### src/sv/skt_pkg.sv
package skt_pkg;

    localparam int TABLE_DEPTH_DEF   = 32;
    localparam int KEY_WIDTH_DEF     = 64;
    localparam int PAYLOAD_WIDTH_DEF = 32;

    typedef enum logic [2:0] {
        REQ_INSERT = 3'd0,
        REQ_DELETE = 3'd1,
        REQ_FIND   = 3'd2,
        REQ_READ   = 3'd3,
        REQ_UPDATE = 3'd4
    } t_req;

    typedef enum logic [1:0] {
        ST_OK        = 2'd0,
        ST_FULL      = 2'd1,
        ST_NOT_FOUND = 2'd2,
        ST_BAD_POS   = 2'd3
    } t_status;

    typedef enum logic [1:0] {
        CELL_HOLD      = 2'd0,
        CELL_FROM_PREV = 2'd1,
        CELL_FROM_NEXT = 2'd2,
        CELL_LOAD      = 2'd3
    } t_cell_op;

    typedef enum logic [2:0] {
        S_IDLE  = 3'b001,
        S_CMP   = 3'b010,
        S_APPLY = 3'b100
    } t_state;

endpackage

### src/sv/skt_cell.sv
module skt_cell #(
    parameter int KEY_WIDTH     = skt_pkg::KEY_WIDTH_DEF,
    parameter int PAYLOAD_WIDTH = skt_pkg::PAYLOAD_WIDTH_DEF
) (
    input  logic                     i_clk,
    input  skt_pkg::t_cell_op        i_op,
    input  logic [KEY_WIDTH-1:0]     i_prev_key,
    input  logic [PAYLOAD_WIDTH-1:0] i_prev_payload,
    input  logic [KEY_WIDTH-1:0]     i_next_key,
    input  logic [PAYLOAD_WIDTH-1:0] i_next_payload,
    input  logic [KEY_WIDTH-1:0]     i_load_key,
    input  logic [PAYLOAD_WIDTH-1:0] i_load_payload,
    input  logic [KEY_WIDTH-1:0]     i_probe_key,
    output logic [KEY_WIDTH-1:0]     o_key,
    output logic [PAYLOAD_WIDTH-1:0] o_payload,
    output logic                     o_gt,
    output logic                     o_eq
);
    import skt_pkg::*;

    logic [KEY_WIDTH-1:0]     r_key;
    logic [PAYLOAD_WIDTH-1:0] r_payload;
    logic                     r_gt;
    logic                     r_eq;
    logic [KEY_WIDTH-1:0]     n_key;
    logic [PAYLOAD_WIDTH-1:0] n_payload;

    always_comb begin
        n_key     = r_key;
        n_payload = r_payload;
        case (i_op)
            CELL_HOLD: begin
                n_key     = r_key;
                n_payload = r_payload;
            end
            CELL_FROM_PREV: begin
                n_key     = i_prev_key;
                n_payload = i_prev_payload;
            end
            CELL_FROM_NEXT: begin
                n_key     = i_next_key;
                n_payload = i_next_payload;
            end
            CELL_LOAD: begin
                n_key     = i_load_key;
                n_payload = i_load_payload;
            end
            default: begin
                n_key     = r_key;
                n_payload = r_payload;
            end
        endcase
    end

    // probe compare against the held entry
    always_ff @(posedge i_clk) begin
        r_key     <= n_key;
        r_payload <= n_payload;
        r_gt      <= i_probe_key > r_key;
        r_eq      <= i_probe_key == r_key;
    end

    assign o_key     = r_key;
    assign o_payload = r_payload;
    assign o_gt      = r_gt;
    assign o_eq      = r_eq;

endmodule

### config.mk
export PLATFORM = sky130hd
export DESIGN_NAME = skt_cell
export DESIGN_NICKNAME = d
export VERILOG_FILES = /design/src/sv/skt_pkg.sv /design/src/sv/skt_cell.sv
export SDC_FILE = /design/constraint.sdc
export NUM_CORES = 1
export LEC_CHECK = 0
export CAP_MARGIN = 20
export CORE_AREA = 2 2 174 176
export CTS_BUF_LIST = sky130_fd_sc_hd__clkbuf_8
export DETAILED_ROUTE_END_ITERATION = 12
export DIE_AREA = 0 0 176 178
export DONT_BUFFER_PORTS = 1
export GPL_TIMING_DRIVEN = 0
export SKIP_CTS_REPAIR_TIMING = 1
export SLEW_MARGIN = 15
export SYNTH_ARGS = -nofsm -noshare
export SYNTH_HDL_FRONTEND = slang
export SYNTH_SLANG_ARGS = --single-unit
export TNS_END_PERCENT = 1
### constraint.sdc
create_clock -name i_clk -period 3.8 [get_ports i_clk]
set_input_delay 0.76 -clock i_clk [delete_from_list [all_inputs] [get_ports i_clk]]
set_output_delay 0.76 -clock i_clk [all_outputs]
set_load 0.05 [all_outputs]
==> flow_summary_export.csv, run 1 <==
group,metric,value,unit
timing,slew_headroom,36.9,%
synth,ys_warn_count,0,
floorplanning,core-area,0.0294,mm²
global_routing,track_usage,14.3,%
placement,io_buffers,0,
critical_path,endpoint_kind,"register",
critical_path,path_max_fanout,52,
critical_path,arrival,2720,ps
timing,hold_violations,0,
synth,yosys.cell_types.count,39,
global_routing,grt.overflow.total,0,
synth,synth_cells,646,
floorplanning,die-height,178,µm
clock_network,clk_latency,390,ps
route,drt-total-wl,23700,µm
synth,syn_avg_cell_area,10.1,µm²
synth,synth_area,0.00651,mm²
route,first_pass_iters,6,
pwr,max-vdd-ir-drop,0.196,mV
floorplanning,die_x,176,µm
cells_and_area,drive_gt1_share,5.28,%
clock_network,numCtsBuffers,9,
pwr,powerDensity,428,mW/mm²
global_routing,grt_start_max_net_pins,53,
route,vias_per_cell,4.82,
worst_hold_path,hp-class,"in2reg",
worst_hold_path,min_path_cells,2,
route,drtIter0Drc,317,
critical_path,criticalPathCategory,"in2reg",
clock_network,clkSinkCount,98,
cells_and_area,final_net_count,1077,
critical_path,crit_required,3870,ps
cells_and_area,syn2layout_area_growth,10.8,%
route,wl_per_cell,22.4,µm
cells_and_area,nFillCells,3125,
worst_hold_path,min_to,"o_payload[26]",
critical_path,cp-start-kind,"input pin",
floorplanning,start_util,22.1,%
global_routing,grt_pass1_wl,32300,µm
timing,fmax,0.378,GHz
timing,worstMarginPinSlew,947,ps
timing,rsz0062_at_grt,"no",
outcome,outcome,"complete, no violations",
global_routing,antenna_found_initial,2,
route,drc,0,
route,drtAntennaViolNets,0,
floorplanning,ios,453,
pwr,p_leak,3.12,nW
floorplanning,row_count,63,
critical_path,r2r-start,"o_key[23]",
cells_and_area,seqCellArea,0.00292,mm²
global_routing,grt_pass1_vias,5093,
flow_run,max-cap-violations,0,
synth,synthesis.nets,1065,
timing,fin_crit_sh,69.6,%
timing,setup_viol,0,
clock_network,clk_pin_slew,110,ps
floorplanning,dieArea,0.0313,mm²
clock_network,cts_root_buf,"clkbuf_8",
worst_hold_path,min_from,"i_prev_payload[26]",
route,via_count,5085,
critical_path,reg2reg_slack,1270,ps
placement,gp_congestion,0.972,
synth,yosysSeqAreaShare,44.9,%
critical_path,r2r-end,"o_gt",
timing,skew,7.08,ps
cells_and_area,final_util,24.5,%
clock_network,ctsLongestPathBuffers,2,
placement,place_hpwl,19700,µm
timing,fin_crit,2640,ps
synth,ys_seq_elements,98,
cells_and_area,multi_input_area,0.00320,mm²
critical_path,r2r_cells,8,
clock_network,htreeDepth,3,
clock_network,cts_tree,"done",
timing,slew_violations,0,
pwr,power.total,0.00308,W
-- cells in the final DEF (no fill, tap or decap), types with 2 or more instances in the layout --
cell        instances
a21oi_1           118
nor2_1            101
mux2i_1            96
edfxtp_1           96
inv_1              66
ha_1               64
clkbuf_1           19
nand2_1            14
nand4_1            10
clkbuf_8            9
buf_2               8
o21ai_0             6
nand3_1             5
a21o_1              5
a221oi_1            4
inv_6               4
buf_4               3
and4_1              3
diode_2             2
buf_1               2
nor3_1              2
o211ai_1            2
o21ai_1             2
clkinvlp_4          2
dfxtp_1             2
-- worst max path at each step --
stage / from / end / slack, ps / cells past startpoint
final: i_op[0] / o_key[23] / 1160 / 5
after global routing: i_op[0] / o_payload[23] / 1050 / 5
after CTS: i_op[0] / o_payload[23] / 1170 / 5
after detailed placement: i_op[0] / o_key[13] / 720 / 5
after global placement: i_op[0] / o_key[10] / -190 / 4
after floorplan: i_op[0] / o_key[0] / 800 / 4
-- sequential cells by signal, summed over array words and instances (netlist names) --
signal,flops
o_payload,32
o_gt,1
o_eq,1
o_key,64
-- routing by layer --
layer  part of all wire [%]  GRT usage [%]  wire length, µm
met2                     47           22.3            11100
met5                  0.068              0               16
met4                    3.6           6.44              860
met3                    9.4           5.12             2210
met1                     40           17.9             9500
-- cell usage after synthesis --
library cell | number | area (µm²)
mux2i_1 | 96 | 961
nand4_2 | 1 | 12.5
o21ai_1 | 2 | 10.0
a211oi_1 | 1 | 7.51
a21oi_1 | 118 | 591
buf_2 | 8 | 40.0
a221oi_1 | 4 | 35.0
a21oi_2 | 1 | 8.76
and2_0 | 1 | 6.26
dfxtp_1 | 2 | 40.0
and3_1 | 1 | 6.26
or2_2 | 1 | 6.26
nor4_1 | 1 | 6.26
a221o_1 | 1 | 10.0
nand3_1 | 5 | 25.0
and4_1 | 3 | 26.3
a22oi_1 | 1 | 7.51
inv_1 | 66 | 248
buf_1 | 2 | 7.51
nand2_1 | 14 | 52.6
o21ai_0 | 6 | 30.0
nor4b_2 | 1 | 15.0
a21o_1 | 5 | 37.5
nor2_1 | 101 | 379
nor3_2 | 1 | 10.0
buf_4 | 3 | 22.5
clkbuf_1 | 19 | 71.3
nand4_1 | 10 | 62.6
edfxtp_1 | 96 | 2880
a21boi_0 | 1 | 7.51
and4_4 | 1 | 11.3
a221oi_2 | 1 | 15.0
o31ai_1 | 1 | 7.51
nor3b_1 | 1 | 7.51
o211ai_1 | 2 | 15.0
nor3_1 | 2 | 10.0
nor2b_1 | 1 | 6.26
o31a_1 | 1 | 8.76
ha_1 | 64 | 801
-- worst max-delay path, stage by stage --
cell and delay (ps):
buf_2 240, buf_2 410, buf_4 290, or2_4 600, buf_16 310
-- through the flow --
| step | area (µm²) | instances | setup TNS [ps] | setup slack [ps] | hold WS [ps] |
|---|---|---|---|---|---|
| after floorplan | 6510 | 646 | 0 | 802 | 986 |
| after global placement | 7000 | 1036 | -16770 | -191 | 991 |
| after detailed placement | 7030 | 1037 | 0 | 721 | 998 |
| after CTS | 7210 | 1053 | 0 | 1170 | 544 |
| after global routing | 7210 | 1054 | 0 | 1050 | 565 |
| final | 7210 | 1055 | 0 | 1160 | 599 |
-- cells by family after synthesis --
kind of cell,share of synthesized area (%)
mux,14.8
fa+ha+maj,12.3
flops,44.9
simple gates,9.88
buf+inv,5.98
compound gates,12.2
-- layout make-up --
cell class	instances	share of cell area [%]
multi-input combinational	450	44.3
sequential	98	40.5
tap	390	6.76
inverter	66	3.43
buffer	32	1.96
clock buffer	9	1.72
clock inverter	7	0.815
timing repair buffer	1	0.382
antenna	2	0.0694
-- power by group --
part	total (W)	internal [W]	switching [W]
logic	0.000528	0.000214	0.000313
clock network	0.000677	0.000249	0.000428
registers	0.00188	0.00135	0.000534
(Power assumes the default switching activity.)
==> inputs of run 2 (changes only) <==
==> constraint.sdc (replaced) <==
create_clock -name i_clk -period 2.73 [get_ports i_clk]
set_input_delay 0.546 -clock i_clk [delete_from_list [all_inputs] [get_ports i_clk]]
set_output_delay 0.546 -clock i_clk [all_outputs]
set_load 0.05 [all_outputs]
==> run 2 against run 1 <==
  * Setup slack lost 960 ps
  * Non-clock buffer count unchanged
  * Clock power rose by 49%
  * Worst hold slack got worse by 220 ps
  * Via count rose by 0.67%
  * Die area stayed put
  * Critical endpoint is now o_gt
==> flow_summary_export.csv, run 2 (synthesized netlist as in run 1, its figures left out) <==
group,metric,value,unit
route,first_pass_iters,7,
cells_and_area,drive_gt1_share,5.43,%
critical_path,r2r-start,"o_key[22]",
clock_network,htreeDepth,3,
worst_hold_path,hp-class,"in2reg",
timing,hold_ws,375,ps
critical_path,criticalPathCategory,"reg2reg",
pwr,powerDensity,607,mW/mm²
floorplanning,dieArea,0.0313,mm²
timing,hold_violations,0,
floorplanning,ios,453,
floorplanning,row_count,63,
global_routing,antenna_found_initial,1,
critical_path,crit_start,"o_key[22]",
route,drc,0,
pwr,p_leak,3.15,nW
global_routing,track_usage,15.0,%
pwr,power.total,0.00439,W
critical_path,r2r-end,"o_gt",
placement,pre_cts_ws,-161,ps
pwr,max-vdd-ir-drop,0.214,mV
cells_and_area,largest_reg_flops,64,
clock_network,clk_latency,390,ps
critical_path,r2r_cells,8,
route,drtAntennaViolNets,0,
timing,slew_headroom,38.2,%
timing,slew_violations,0,
global_routing,grt.overflow.total,0,
clock_network,ctsLongestPathBuffers,2,
timing,fin_crit,2530,ps
critical_path,path_max_fanout,3,
route,wl_per_cell,23.6,µm
critical_path,crit_required,3070,ps
timing,fmax,0.395,GHz
route,drtIter0Drc,334,
global_routing,grt_pass1_wl,33200,µm
cells_and_area,syn2layout_area_growth,11.2,%
cells_and_area,layout_commonest_cell,"a21oi_1",
cells_and_area,final_net_count,1077,
timing,worstMarginPinSlew,927,ps
critical_path,arrival,2870,ps
placement,io_buffers,0,
route,via_count,5119,
placement,place_hpwl,20500,µm
placement,place_area,0.00703,mm²
clock_network,cts_root_buf,"clkbuf_8",
outcome,outcome,"complete, no violations",
placement,gp_congestion,0.912,
clock_network,clk_pin_slew,120,ps
cells_and_area,finalInstanceArea,0.00724,mm²
clock_network,clkSinkCount,98,
cells_and_area,layout_common_cells,"118 x a21oi_1, 101 x nor2_1, 96 x mux2i_1, 96 x edfxtp_1, 65 x inv_1",
critical_path,crit_end,"o_gt",
flow_run,max-cap-violations,0,
route,vias_per_cell,4.86,
critical_path,reg2reg_slack,200,ps
timing,fin_crit_sh,92.8,%
timing,layout_setup_ws,198,ps
global_routing,grt_pass1_vias,5147,
timing,setup_viol,0,
clock_network,numCtsBuffers,9,
route,drt-total-wl,24900,µm
critical_path,endpoint_kind,"register",
critical_path,cp-start-kind,"register",
floorplanning,start_util,22.1,%
cells_and_area,antenna_cells,0,
floorplanning,core-area,0.0294,mm²
timing,skew,8.68,ps
floorplanning,die-height,178,µm
clock_network,cts_tree,"done",
floorplanning,die_x,176,µm
global_routing,grt_start_max_net_pins,56,
timing,rsz0062_at_grt,"yes",
[run 2: routing by layer]
metal | GRT usage [%] | routed length, µm
met5 | 0 | 10
met4 | 5.37 | 615
met3 | 4.56 | 2140
met2 | 23.6 | 11600
met1 | 19.5 | 10500
[run 2: cell type report]
class | count | area, µm²
plain buffers | 32 | 141
clock buffers | 9 | 124
clock inverters | 7 | 68.8
fillers | 3147 | 22200
inverters | 66 | 248
multi-input cells | 450 | 3220
flip-flops and latches | 98 | 2920
well taps | 390 | 488
repair buffers | 1 | 27.5
[run 2: stage by stage]
stage,util [%],std cells,setup TNS [ps]
2_1_floorplan,-,646,0
5_1_grt,24.6,1053,-33.8
6_report,24.6,1053,0
3_3_place_gp,23.8,1036,-33850
3_5_place_dp,23.9,1037,-8290
4_1_cts,24.6,1053,-80.8
[run 2: worst min path at each step]
stage,from,to,slack (ps),cells after the start
after global placement,i_prev_payload[3],o_payload[3],780,2
after floorplan,i_prev_key[10],o_key[10],770,2
after detailed placement,i_prev_key[45],o_key[45],790,2
final,i_prev_payload[5],o_payload[5],370,2
after global routing,i_prev_payload[15],o_payload[15],340,2
after CTS,i_prev_payload[5],o_payload[5],330,2
[run 2: report_power, final]
part	internal [W]	total, W	leakage [nW]	switching, W
Sequential	0.00187	0.00263	0.983	0.000759
Combinational	0.000301	0.000751	2.06	0.000450
Clock	0.000360	0.00101	0.0989	0.000651
[run 2: critical path, cell delays in order, from the launching register on]
cell,delay (ps)
edfxtp_1,690
inv_1,170
ha_1,330
nand4_1,220
nor3_2,310
nor4b_4,290
o31a_1,240
o31ai_1,90
a21oi_1,120
